$ cat config.mk
export PLATFORM = sky130hd
export DESIGN_NAME = integer_array_table_engine_flat
export DESIGN_NICKNAME = d
export VERILOG_FILES = /design/src/hdl/iate_pkg.sv /design/src/hdl/iate_req_if.sv /design/src/hdl/iate_rsp_if.sv /design/src/hdl/iate_div.sv /design/src/hdl/integer_array_table_engine.sv /design/src/flat_wrapper.sv
export SDC_FILE = /design/constraint.sdc
export NUM_CORES = 2
export LEC_CHECK = 0
export ABC_AREA = 1
export ABC_CLOCK_PERIOD_IN_PS = 11900
export BUFFER_PORTS_ARGS = -buffer_cell sky130_fd_sc_hd__buf_2
export CAP_MARGIN = 30
export CORE_MARGIN = 4
export CORE_UTILIZATION = 50
export CTS_CLUSTER_DIAMETER = 50
export DETAILED_ROUTE_END_ITERATION = 10
export GPL_ROUTABILITY_DRIVEN = 0
export PLACE_DENSITY_LB_ADDON = 0.08
export SKIP_LAST_GASP = 1
export SLEW_MARGIN = 20
export SYNTH_ARGS = -nofsm -noshare
export SYNTH_HDL_FRONTEND = slang
export SYNTH_SLANG_ARGS = --single-unit
$ cat constraint.sdc
create_clock -name clk -period 11.9 [get_ports clk]
set_input_delay 2.38 -clock clk [delete_from_list [all_inputs] [get_ports clk]]
set_output_delay 2.38 -clock clk [all_outputs]
set_load 0.05 [all_outputs]
$ cat src/hdl/iate_pkg.sv
package iate_pkg;
  localparam int DEPTH = 16;
  localparam int IDX_W = $clog2(DEPTH);
  localparam int CNT_W = $clog2(DEPTH + 1);
  localparam int WORD_W = 32;
  localparam int SUM_W = WORD_W + IDX_W;

  typedef logic [3:0] op_t;
  typedef logic [2:0] status_t;
  typedef logic [IDX_W-1:0] idx_t;
  typedef logic [CNT_W-1:0] cnt_t;
  typedef logic signed [WORD_W-1:0] word_t;
  typedef logic signed [SUM_W-1:0] sum_t;

  localparam op_t OP_LIST = 4'd0;
  localparam op_t OP_SUM = 4'd1;
  localparam op_t OP_EVEN = 4'd2;
  localparam op_t OP_ODD = 4'd3;
  localparam op_t OP_MAX = 4'd4;
  localparam op_t OP_MIN = 4'd5;
  localparam op_t OP_SORT = 4'd6;
  localparam op_t OP_SEARCH = 4'd7;
  localparam op_t OP_REPLACE = 4'd8;
  localparam op_t OP_DELETE = 4'd9;
  localparam op_t OP_INSERT = 4'd10;

  localparam status_t ST_OK = 3'd0;
  localparam status_t ST_BADIDX = 3'd1;
  localparam status_t ST_FULL = 3'd2;
  localparam status_t ST_NOTFOUND = 3'd3;
  localparam status_t ST_EMPTY = 3'd4;
endpackage

$ cat src/hdl/iate_req_if.sv
interface iate_req_if;
  import iate_pkg::*;
  logic valid;
  logic ready;
  op_t op;
  logic [CNT_W-1:0] position;
  word_t operand_value;
  modport source(output valid, op, position, operand_value, input ready);
  modport sink(input valid, op, position, operand_value, output ready);
endinterface

$ cat src/hdl/iate_rsp_if.sv
interface iate_rsp_if;
  import iate_pkg::*;
  logic valid;
  logic ready;
  status_t status;
  sum_t result_value;
  idx_t result_index;
  word_t mean;
  logic last;
  modport source(output valid, status, result_value, result_index, mean, last, input ready);
  modport sink(input valid, status, result_value, result_index, mean, last, output ready);
endinterface

$ cat src/hdl/iate_div.sv
module iate_div (
  input  logic clk,
  input  logic rst,
  input  logic start,
  input  iate_pkg::sum_t dividend,
  input  iate_pkg::cnt_t divisor,
  output logic done,
  output iate_pkg::word_t quotient
);
  import iate_pkg::*;

  localparam int STEP_W = $clog2(SUM_W);

  logic busy;
  logic neg;
  logic [STEP_W-1:0] step;
  logic [SUM_W-1:0] q;
  logic [CNT_W-1:0] rem;
  logic [CNT_W:0] rem_sh;
  logic ge;

  assign rem_sh = {rem, q[SUM_W-1]};
  assign ge = rem_sh >= {1'b0, divisor};
  assign quotient = neg ? -word_t'(q[WORD_W-1:0]) : word_t'(q[WORD_W-1:0]);

  always_ff @(posedge clk) begin
    if (rst) begin
      busy <= 1'b0;
      done <= 1'b0;
    end else begin
      done <= 1'b0;
      if (start) begin
        busy <= 1'b1;
        step <= '0;
        neg <= dividend[SUM_W-1];
        q <= dividend[SUM_W-1] ? -dividend : dividend;
        rem <= '0;
      end else if (busy) begin
        rem <= ge ? CNT_W'(rem_sh - {1'b0, divisor}) : CNT_W'(rem_sh);
        q <= {q[SUM_W-2:0], ge};
        step <= step + 1'b1;
        if (step == STEP_W'(SUM_W - 1)) begin
          busy <= 1'b0;
          done <= 1'b1;
        end
      end
    end
  end
endmodule

$ cat src/hdl/integer_array_table_engine.sv
// From accept to last beat: list, sum, even, odd and search read the entries one by one,
// max and min walk the table twice, sum/mean then waits for the serial divider, and sort
// runs compare-exchange passes before it lists the table. Insert and delete shift the
// entries behind the position; output stalls lengthen every operation.
// One request at a time; results leave through one output register.
// Reset (synchronous, rst high): count is DEPTH and entry k reads as k until first written.
module integer_array_table_engine (
  input logic clk,
  input logic rst,
  iate_req_if.sink req,
  iate_rsp_if.source rsp
);
  import iate_pkg::*;

  localparam logic [4:0] S_IDLE = 5'd0;
  localparam logic [4:0] S_RD = 5'd1;
  localparam logic [4:0] S_USE = 5'd2;
  localparam logic [4:0] S_END = 5'd3;
  localparam logic [4:0] S_DIV = 5'd4;
  localparam logic [4:0] S_RESP = 5'd5;
  localparam logic [4:0] S_DEL_G = 5'd6;
  localparam logic [4:0] S_DL_RD = 5'd7;
  localparam logic [4:0] S_DL_WR = 5'd8;
  localparam logic [4:0] S_IN_RD = 5'd9;
  localparam logic [4:0] S_IN_WR = 5'd10;
  localparam logic [4:0] S_SO_I = 5'd11;
  localparam logic [4:0] S_SO_LI = 5'd12;
  localparam logic [4:0] S_SO_RJ = 5'd13;
  localparam logic [4:0] S_SO_CJ = 5'd14;

  logic [4:0] state;
  op_t op_q;
  cnt_t pos_q;
  word_t val_q;
  cnt_t cnt;
  cnt_t i;
  cnt_t j;
  word_t cur;
  word_t best;
  sum_t sum;
  logic second;
  logic hold_v;
  status_t resp_st;
  sum_t resp_val;
  idx_t resp_idx;
  word_t resp_mean;

  word_t mem [DEPTH];
  logic [DEPTH-1:0] vld;
  word_t rd_q;
  logic rd_vld;
  idx_t rd_addr;
  idx_t ra;
  logic we;
  idx_t wa;
  word_t wd;
  word_t d;

  logic slot;
  logic push;
  logic push_last;
  logic accept;
  logic is_emit;
  logic match;
  logic div_start;
  logic div_done;
  word_t div_q;

  assign d = rd_vld ? rd_q : word_t'(rd_addr);
  assign accept = req.valid && req.ready;
  assign req.ready = state == S_IDLE;
  assign slot = !rsp.valid || rsp.ready;

  always_comb begin
    is_emit = 1'b0;
    match = 1'b0;
    case (op_q)
      OP_LIST, OP_SORT: begin
        is_emit = 1'b1;
        match = 1'b1;
      end
      OP_EVEN: begin
        is_emit = 1'b1;
        match = !d[0];
      end
      OP_ODD: begin
        is_emit = 1'b1;
        match = d[0];
      end
      OP_MAX, OP_MIN: begin
        is_emit = second;
        match = d == best;
      end
      default: begin
        is_emit = 1'b0;
        match = 1'b0;
      end
    endcase
  end

  always_comb begin
    ra = i[IDX_W-1:0];
    we = 1'b0;
    wa = '0;
    wd = val_q;
    case (state)
      S_IDLE: begin
        ra = req.position[IDX_W-1:0];
        if (accept && req.op == OP_REPLACE && req.position < cnt) begin
          we = 1'b1;
          wa = req.position[IDX_W-1:0];
          wd = req.operand_value;
        end
      end
      S_DL_RD: ra = IDX_W'(j + 1'b1);
      S_DL_WR: begin
        we = 1'b1;
        wa = j[IDX_W-1:0];
        wd = d;
      end
      S_IN_RD: begin
        ra = IDX_W'(j - 1'b1);
        if (j == pos_q) begin
          we = 1'b1;
          wa = pos_q[IDX_W-1:0];
          wd = val_q;
        end
      end
      S_IN_WR: begin
        we = 1'b1;
        wa = j[IDX_W-1:0];
        wd = d;
      end
      S_SO_RJ: begin
        ra = j[IDX_W-1:0];
        if (j >= cnt) begin
          we = 1'b1;
          wa = i[IDX_W-1:0];
          wd = cur;
        end
      end
      S_SO_CJ: begin
        if (d < cur) begin
          we = 1'b1;
          wa = j[IDX_W-1:0];
          wd = cur;
        end
      end
      default: ra = i[IDX_W-1:0];
    endcase
  end

  always_ff @(posedge clk) begin
    if (we) begin
      mem[wa] <= wd;
    end
    rd_q <= mem[ra];
    rd_addr <= ra;
  end

  always_ff @(posedge clk) begin
    if (rst) begin
      vld <= '0;
      rd_vld <= 1'b0;
    end else begin
      rd_vld <= vld[ra] || (we && wa == ra);
      if (we) begin
        vld[wa] <= 1'b1;
      end
    end
  end

  assign push = (state == S_RESP && slot) ||
                (state == S_USE && is_emit && match && hold_v && slot);
  assign push_last = state == S_RESP;
  assign div_start = state == S_END && op_q == OP_SUM && cnt != '0;

  always_ff @(posedge clk) begin
    if (rst) begin
      rsp.valid <= 1'b0;
    end else if (push) begin
      rsp.valid <= 1'b1;
    end else if (rsp.ready) begin
      rsp.valid <= 1'b0;
    end
  end

  always_ff @(posedge clk) begin
    if (push) begin
      rsp.status <= resp_st;
      rsp.result_value <= resp_val;
      rsp.result_index <= resp_idx;
      rsp.mean <= resp_mean;
      rsp.last <= push_last;
    end
  end

  always_ff @(posedge clk) begin
    if (rst) begin
      state <= S_IDLE;
      cnt <= CNT_W'(DEPTH);
      hold_v <= 1'b0;
      second <= 1'b0;
    end else begin
      case (state)
        S_IDLE: begin
          if (accept) begin
            op_q <= req.op;
            pos_q <= req.position;
            val_q <= req.operand_value;
            i <= '0;
            sum <= '0;
            second <= 1'b0;
            hold_v <= 1'b0;
            resp_st <= ST_EMPTY;
            resp_val <= '0;
            resp_idx <= '0;
            resp_mean <= '0;
            case (req.op)
              OP_LIST, OP_SUM, OP_EVEN, OP_ODD, OP_MAX, OP_MIN, OP_SEARCH: state <= S_RD;
              OP_SORT: state <= S_SO_I;
              OP_REPLACE: begin
                if (req.position >= cnt) begin
                  resp_st <= ST_BADIDX;
                end else begin
                  resp_st <= ST_OK;
                  resp_val <= SUM_W'(req.operand_value);
                  resp_idx <= req.position[IDX_W-1:0];
                end
                state <= S_RESP;
              end
              OP_DELETE: begin
                if (req.position >= cnt) begin
                  resp_st <= ST_BADIDX;
                  state <= S_RESP;
                end else begin
                  state <= S_DEL_G;
                end
              end
              OP_INSERT: begin
                if (cnt >= CNT_W'(DEPTH)) begin
                  resp_st <= ST_FULL;
                  state <= S_RESP;
                end else if (req.position > cnt) begin
                  resp_st <= ST_BADIDX;
                  state <= S_RESP;
                end else begin
                  resp_st <= ST_OK;
                  resp_val <= SUM_W'(req.operand_value);
                  resp_idx <= req.position[IDX_W-1:0];
                  j <= cnt;
                  state <= S_IN_RD;
                end
              end
              default: state <= S_RESP;
            endcase
          end
        end
        S_RD: state <= (i == cnt) ? S_END : S_USE;
        S_USE: begin
          if (op_q == OP_SUM) begin
            sum <= sum + SUM_W'(d);
            i <= i + 1'b1;
            state <= S_RD;
          end else if ((op_q == OP_MAX || op_q == OP_MIN) && !second) begin
            if (i == '0 || (op_q == OP_MAX ? d > best : d < best)) begin
              best <= d;
            end
            i <= i + 1'b1;
            state <= S_RD;
          end else if (op_q == OP_SEARCH) begin
            if (d == val_q) begin
              resp_st <= ST_OK;
              resp_val <= SUM_W'(val_q);
              resp_idx <= i[IDX_W-1:0];
              state <= S_RESP;
            end else begin
              i <= i + 1'b1;
              state <= S_RD;
            end
          end else if (match && is_emit) begin
            if (!hold_v || slot) begin
              hold_v <= 1'b1;
              resp_st <= ST_OK;
              resp_val <= SUM_W'(d);
              resp_idx <= i[IDX_W-1:0];
              i <= i + 1'b1;
              state <= S_RD;
            end
          end else begin
            i <= i + 1'b1;
            state <= S_RD;
          end
        end
        S_END: begin
          if (op_q == OP_SUM) begin
            state <= (cnt == '0) ? S_RESP : S_DIV;
          end else if ((op_q == OP_MAX || op_q == OP_MIN) && !second) begin
            if (cnt == '0) begin
              state <= S_RESP;
            end else begin
              second <= 1'b1;
              i <= '0;
              state <= S_RD;
            end
          end else if (op_q == OP_SEARCH) begin
            resp_st <= ST_NOTFOUND;
            resp_val <= SUM_W'(val_q);
            state <= S_RESP;
          end else begin
            state <= S_RESP;
          end
        end
        S_DIV: begin
          if (div_done) begin
            resp_st <= ST_OK;
            resp_val <= sum;
            resp_mean <= div_q;
            state <= S_RESP;
          end
        end
        S_RESP: begin
          if (slot) begin
            state <= S_IDLE;
          end
        end
        S_DEL_G: begin
          resp_st <= ST_OK;
          resp_val <= SUM_W'(d);
          resp_idx <= pos_q[IDX_W-1:0];
          j <= pos_q;
          state <= S_DL_RD;
        end
        S_DL_RD: begin
          if (j + 1'b1 >= cnt) begin
            cnt <= cnt - 1'b1;
            state <= S_RESP;
          end else begin
            state <= S_DL_WR;
          end
        end
        S_DL_WR: begin
          j <= j + 1'b1;
          state <= S_DL_RD;
        end
        S_IN_RD: begin
          if (j == pos_q) begin
            cnt <= cnt + 1'b1;
            state <= S_RESP;
          end else begin
            state <= S_IN_WR;
          end
        end
        S_IN_WR: begin
          j <= j - 1'b1;
          state <= S_IN_RD;
        end
        S_SO_I: begin
          if (i + 1'b1 >= cnt) begin
            i <= '0;
            state <= S_RD;
          end else begin
            state <= S_SO_LI;
          end
        end
        S_SO_LI: begin
          cur <= d;
          j <= i + 1'b1;
          state <= S_SO_RJ;
        end
        S_SO_RJ: begin
          if (j >= cnt) begin
            i <= i + 1'b1;
            state <= S_SO_I;
          end else begin
            state <= S_SO_CJ;
          end
        end
        S_SO_CJ: begin
          if (d < cur) begin
            cur <= d;
          end
          j <= j + 1'b1;
          state <= S_SO_RJ;
        end
        default: state <= S_IDLE;
      endcase
    end
  end

  iate_div u_div (
    .clk(clk),
    .rst(rst),
    .start(div_start),
    .dividend(sum),
    .divisor(cnt),
    .done(div_done),
    .quotient(div_q)
  );
endmodule

$ cat src/flat_wrapper.sv
// flat-port wrapper written by rule: the top's interface ports become plain ports
module integer_array_table_engine_flat import iate_pkg::*;
  (clk, rst, req_valid, req_op, req_position, req_operand_value, req_ready, rsp_valid, rsp_status, rsp_result_value, rsp_result_index, rsp_mean, rsp_last, rsp_ready);
  iate_req_if req_i ();
  iate_rsp_if rsp_i ();
  input logic clk;
  input logic rst;
  input wire logic [$bits(req_i.valid)-1:0] req_valid;
  input wire logic [$bits(req_i.op)-1:0] req_op;
  input wire logic [$bits(req_i.position)-1:0] req_position;
  input wire logic [$bits(req_i.operand_value)-1:0] req_operand_value;
  output wire logic [$bits(req_i.ready)-1:0] req_ready;
  output wire logic [$bits(rsp_i.valid)-1:0] rsp_valid;
  output wire logic [$bits(rsp_i.status)-1:0] rsp_status;
  output wire logic [$bits(rsp_i.result_value)-1:0] rsp_result_value;
  output wire logic [$bits(rsp_i.result_index)-1:0] rsp_result_index;
  output wire logic [$bits(rsp_i.mean)-1:0] rsp_mean;
  output wire logic [$bits(rsp_i.last)-1:0] rsp_last;
  input wire logic [$bits(rsp_i.ready)-1:0] rsp_ready;
  assign req_i.valid = req_valid;
  assign req_i.op = req_op;
  assign req_i.position = req_position;
  assign req_i.operand_value = req_operand_value;
  assign req_ready = req_i.ready;
  assign rsp_valid = rsp_i.valid;
  assign rsp_status = rsp_i.status;
  assign rsp_result_value = rsp_i.result_value;
  assign rsp_result_index = rsp_i.result_index;
  assign rsp_mean = rsp_i.mean;
  assign rsp_last = rsp_i.last;
  assign rsp_i.ready = rsp_ready;
  integer_array_table_engine u_core (.clk(clk), .rst(rst), .req(req_i), .rsp(rsp_i));
endmodule
Word-level counts from Yosys, hierarchy flattened. Memory sizes are Yosys's and may differ from the RTL's. A register that Yosys moved wholly into a read port is not among the register bits. Cells that the tools add are included.

Bits in read-only memories: 0. RAM bits: 512. Register bits after elaboration: 386. Logic and storage cells: 335. Memories: 1. Latch bits: 0. Input port bits: 45.

Memories: u_core.mem (depth 16, bits a word 32, rd ports 1, clocked after memory_dff 1, wr ports 1, RTL line integer_array_table_engine.sv:48) `word_t mem [DEPTH];`.

Bitwise gates (word level): 4. Shifts and indexed selects: 0. $mul: 0. Reductions and logical operators: 65. Divide/modulo/power cells: 0. Muxes and demuxes: 146. Eq/ne operators: 64. Add/subtract/negate cells: 10. $lt $le $gt $ge: 14.

Operators by type and width (count): $mux W36 (19); $mux W32 (8); $pmux W36 S5 (1); $mux W5 (30); $pmux W36 S2 (2); $pmux W32 S2 (2); $pmux W32 S4 (1); $mux W4 (18); $pmux W5 S13 (1); $eq A32 B32 Y1 (2); $lt A32 B32 Y1 (2); $mux W3 (17); $pmux W5 S5 (2); $add A36 B32 Y36 (1); $neg A36 Y36 (1); $eq A5 B4 Y1 const B (7); $eq A4 B3 Y1 const B (8); $gt A32 B32 Y1 (1); $ne A2 B2 Y1 const B (16); $neg A32 Y32 (1); $mux W1 (28); $eq A5 B3 Y1 const B (4); $ge A5 B5 Y1 (4); $pmux W4 S5 (1); 59 further kinds (126).

Longest topological paths before layout.
Depth in word-level cells: 11. Depth in mapped cells: 24.

By module. A second synthesis with hierarchy kept.

Cells, all modules: 4228. Area, all modules: 44194.9 µm².

Modules (own cells, without submodules): integer_array_table_engine (area each 39768.1 µm², cells each 3589, seq. area each 25744.7 µm², instances 1); iate_div (area each 4426.7 µm², cells each 639, seq. area each 1481.4 µm², instances 1).

Worst setup path after synthesis. No wires, ideal clock.

Path type: input port to flip-flop. Start: in rst. End: reg u_core.sum[0] (enable). Setup slack: 5309 ps. Arrival: 6072 ps. Buffers on the path: 0. Cell stages on the path: 3. Library setup time: 519 ps. Required time: 11381 ps. Cells stage by stage: clkinv_1 nand2_1 nor4_1.

Longest elaborated chain between the ends: 2.

Ends and longest elaborated chain: start, declared (RTL line flat_wrapper.sv:7) `input logic rst;`; $not A1 Y1 (no line); $reduce_and A4 Y1 (no line); end signal, assigned (RTL line integer_array_table_engine.sv:262) `sum <= sum + SUM_W'(d);`; end, declared (RTL line integer_array_table_engine.sv:40) `sum_t sum;`.

Every way passes these cells. A chain may end at the register's enable or synchronous reset.

Final worst setup path.
Start: in req_position[2]. End: mem u_core.mem[3][22] in the netlist's numbering (enable).

Longest elaborated chain between the ends: 6.

Ends and longest elaborated chain: start, declared (RTL line flat_wrapper.sv:10) `input wire logic [$bits(req_i.position)-1:0] req_position;`; $lt A5 B5 Y1 (RTL line integer_array_table_engine.sv:109) `if (accept && req.op == OP_REPLACE && req.position < cnt) begin`; $logic_and A1 B1 Y1 (RTL line integer_array_table_engine.sv:109); $mux W1 (RTL line integer_array_table_engine.sv:109); $pmux W1 S5 (RTL line integer_array_table_engine.sv:106) `case (state)`; $mux W1 (RTL line integer_array_table_engine.sv:154) `if (we) begin`; $mux W1 (implied by the code) (RTL line integer_array_table_engine.sv:155) `mem[wa] <= wd;`; end, declared (RTL line integer_array_table_engine.sv:48).

Several ways; a longest one is shown, not always the timed one.

==> impl_metrics.env <==
export IMPL_status="finished, final reports clean"
export IMPL_post_place_ws_ns=5.58
export IMPL_die_w_um=302
export IMPL_coreArea_um2=85500
export IMPL_drc=0
export IMPL_cts_hold_buffers=0
export IMPL_slowest_delay_ns=0.58
export IMPL_ys_types=64
export IMPL_multiInputGateArea_um2=14000
export IMPL_start_kind="primary input"
export IMPL_clk_latency_ns=0.70
export IMPL_synth_top_area_share_pct=59.8
export IMPL_grtUsageMet1_pct=35.6
export IMPL_rsz0062_at_grt="false"
export IMPL_yosys_register_bits=929
export IMPL_syn_area_per_cell_um2=10.8
export IMPL_die_area_um2=91300
export IMPL_seq_area_um2=27200
export IMPL_drt_total_wl_um=119000
export IMPL_port_buffers=122
export IMPL_slew_headroom_pct=32.5
export IMPL_vdd_drop_max_uv=166
export IMPL_slew_viol_final=0
export IMPL_tightest_slew_ns=1.00
export IMPL_dp_hpwl_um=77300
export IMPL_cp_max_fo=44
export IMPL_die_height_um=302
export IMPL_grt_start_max_net_pins=108
export IMPL_finalSetupTns_ns=0
export IMPL_ys_flop_type="edfxtp_1"
export IMPL_synth_commonest_cells="edfxtp_1 (862), nor2_1 (676), nand2_1 (454)"
export IMPL_cts_root_buffer="clkbuf_16"
export IMPL_hold_class="flip-flop to flip-flop"
export IMPL_ant_nets=0
export IMPL_cp_data_arrival_time_ns=5.95
export IMPL_ys_warn_count=0
export IMPL_setup_viol=0
export IMPL_synth_cells=4002
export IMPL_grt_pass1_vias=29933
export IMPL_setup_slack_ns=6.28
export IMPL_synth_edff_count=862
export IMPL_critPathRequiredTime_ns=12.23
export IMPL_viasPerCell=5.82
export IMPL_overflow=0
export IMPL_cts_sinks=929
export IMPL_area_growth_synth_to_final_pct=14.1
export IMPL_grt_pass1_wl_um=180000
export IMPL_yosysMostFrequentCell="edfxtp_1"
export IMPL_postCtsSetupRepairBufs=0
export IMPL_grt_busiest_layer="met2"
export IMPL_holdWs_ns=0.414
export IMPL_fin_skew_ns=0.0301
export IMPL_rows=107
export IMPL_num_fill_cells=7210
export IMPL_hold_viol=0
export IMPL_crit_chain="buf_2 > ha_1 > nand2_1 > inv_1 > o21ai_0 > nand3_1 > nor3_4 > buf_4 > inv_2 > o22ai_1 > a221oi_1 > nand2_1 > inv_1 > nor3_4 > buf_4"
export IMPL_pin_count=123
export IMPL_drtPass1Iterations=6
export IMPL_grt_use_total_pct=25.8
export IMPL_crit_type="primary input to flip-flop"
export IMPL_grt_util_met2_pct=41.5
export IMPL_clk_pin_slew_ns=0.06
export IMPL_netlist_area_um2=43300
export IMPL_crit_slowest_cell="nor3_4"
export IMPL_layout_min_cycle_time_ns=5.62
export IMPL_postCtsResizedCells=0
export IMPL_synth_area_leaders="edfxtp_1 (60%), nor2_1 (5.9%), nand2_1 (3.9%)"
export IMPL_drive_above_1_share_pct=10.7
export IMPL_initialDrtViolationCount=3016
export IMPL_vias=31327
export IMPL_fin_crit_sh_pct=47.2
export IMPL_synth_yosys_seq_area_share_pct=62.9
export IMPL_htreeDepth=3
export IMPL_grt_antenna_before_repair=3
export IMPL_syn_nets=4183
export IMPL_timing_fmax_mhz=178
export IMPL_grt_use_met3_pct=4.40
export IMPL_cts_buffers=108
export IMPL_cts_tree="done"
export IMPL_synthArstFlopShare_pct=0
export IMPL_initial_core_util_pct=50.6
export IMPL_wl_per_cell_um=22.0
export IMPL_leakage_nw=18.5
export IMPL_endpoint_kind="flip-flop"
export IMPL_clk_path_buf_depth=3
export IMPL_power_density_nw_per_um2=252
export IMPL_synth_top_area_cell="edfxtp_1"
export IMPL_layout_nets=4331
export IMPL_maxCapViolations=0
## cells in the final DEF (no fill, tap or decap), types with 84 or more instances in the layout
cell type  count
nor2_1       670
buf_2        122
a21oi_1      214
nand2_1      454
nand3_1       84
clkbuf_16    109
o21ai_0      319
ha_1         133
inv_1        340
edfxtp_1     862
## routing by layer
layer  routed length (um)  part of all wire [%]  vias to the layer above
li1                     -                     -                    14770
met1                50700                    43                    15092
met2                54700                    46                     1216
met3                 8750                   7.4                      247
met4                 4480                   3.8                        2
met5                   18                 0.015                        -
## worst max-delay path: cells and delay by family
family	cells	cell delay, ns
buffers and inverters	6	1.60
AOI/OAI and AO/OA	3	0.43
and+or+nand+nor	5	1.17
adders and majority gates	1	0.32
## where the power goes
group / internal, mW / switching (mW) / total (mW)
Sequential: 4.39 / 0.208 / 4.60
Combinational: 1.25 / 3.20 / 4.45
Clock: 2.01 / 1.37 / 3.38
## metrics by stage
stage	instances	utilization (%)	area [um^2]	power [mW]
final	5387	57.7	49400	12.4
after global placement	5160	52.9	45200	8.94
after CTS	5378	57.5	49200	12.4
after floorplan	4002	-	43300	7.45
after global routing	5386	57.7	49400	13.1
after detailed placement	5176	53.2	45500	9.02
## path summary, 6_finish.rpt
path | slack [ns] | startpoint | cells past startpoint | endpoint
setup / recovery | 6.28 | req_position[2] | 15 | u_core.mem[3][22]$_DFFE_PP_
hold / removal | 0.41 | u_core.resp_mean[11]$_SDFFCE_PN0P_ | 0 | u_core.rsp.mean[11]$_DFFE_PP_
setup reg to reg | 6.98 | u_core.rd_vld$_SDFF_PP0_ | 16 | u_core.rsp.result_value[22]$_DFFE_PP_
hold reg to reg | 0.41 | u_core.resp_mean[11]$_SDFFCE_PN0P_ | 0 | u_core.rsp.mean[11]$_DFFE_PP_
## final cells by class
type,instances,share of cell area (%)
inverters,378,2.90
clock buffers,139,5.88
diodes,1,0.00507
multi-input cells,2520,28.4
flip-flops and latches,929,55.2
well taps,1144,2.90
clock inverters,63,1.57
repair buffers,213,3.18
## sequential cells by signal, indices dropped and copies added, names as in the netlist, 36 cells and up
register                 flops
u_core.sum                  36
u_core.resp_val             36
u_core.u_div.q              36
u_core.rsp.result_value     36
u_core.mem                 512
## cells by family after synthesis
group                      synth area share, %
AOI/OAI and AO/OA                         14.3
DFF                                       62.9
buffers and inverters                     4.97
and+or+nand+nor                           12.7
xor gates and xnor gates                  1.15
adders and majority gates                 3.99
Note: power is estimated with default switching activity, not from simulation.
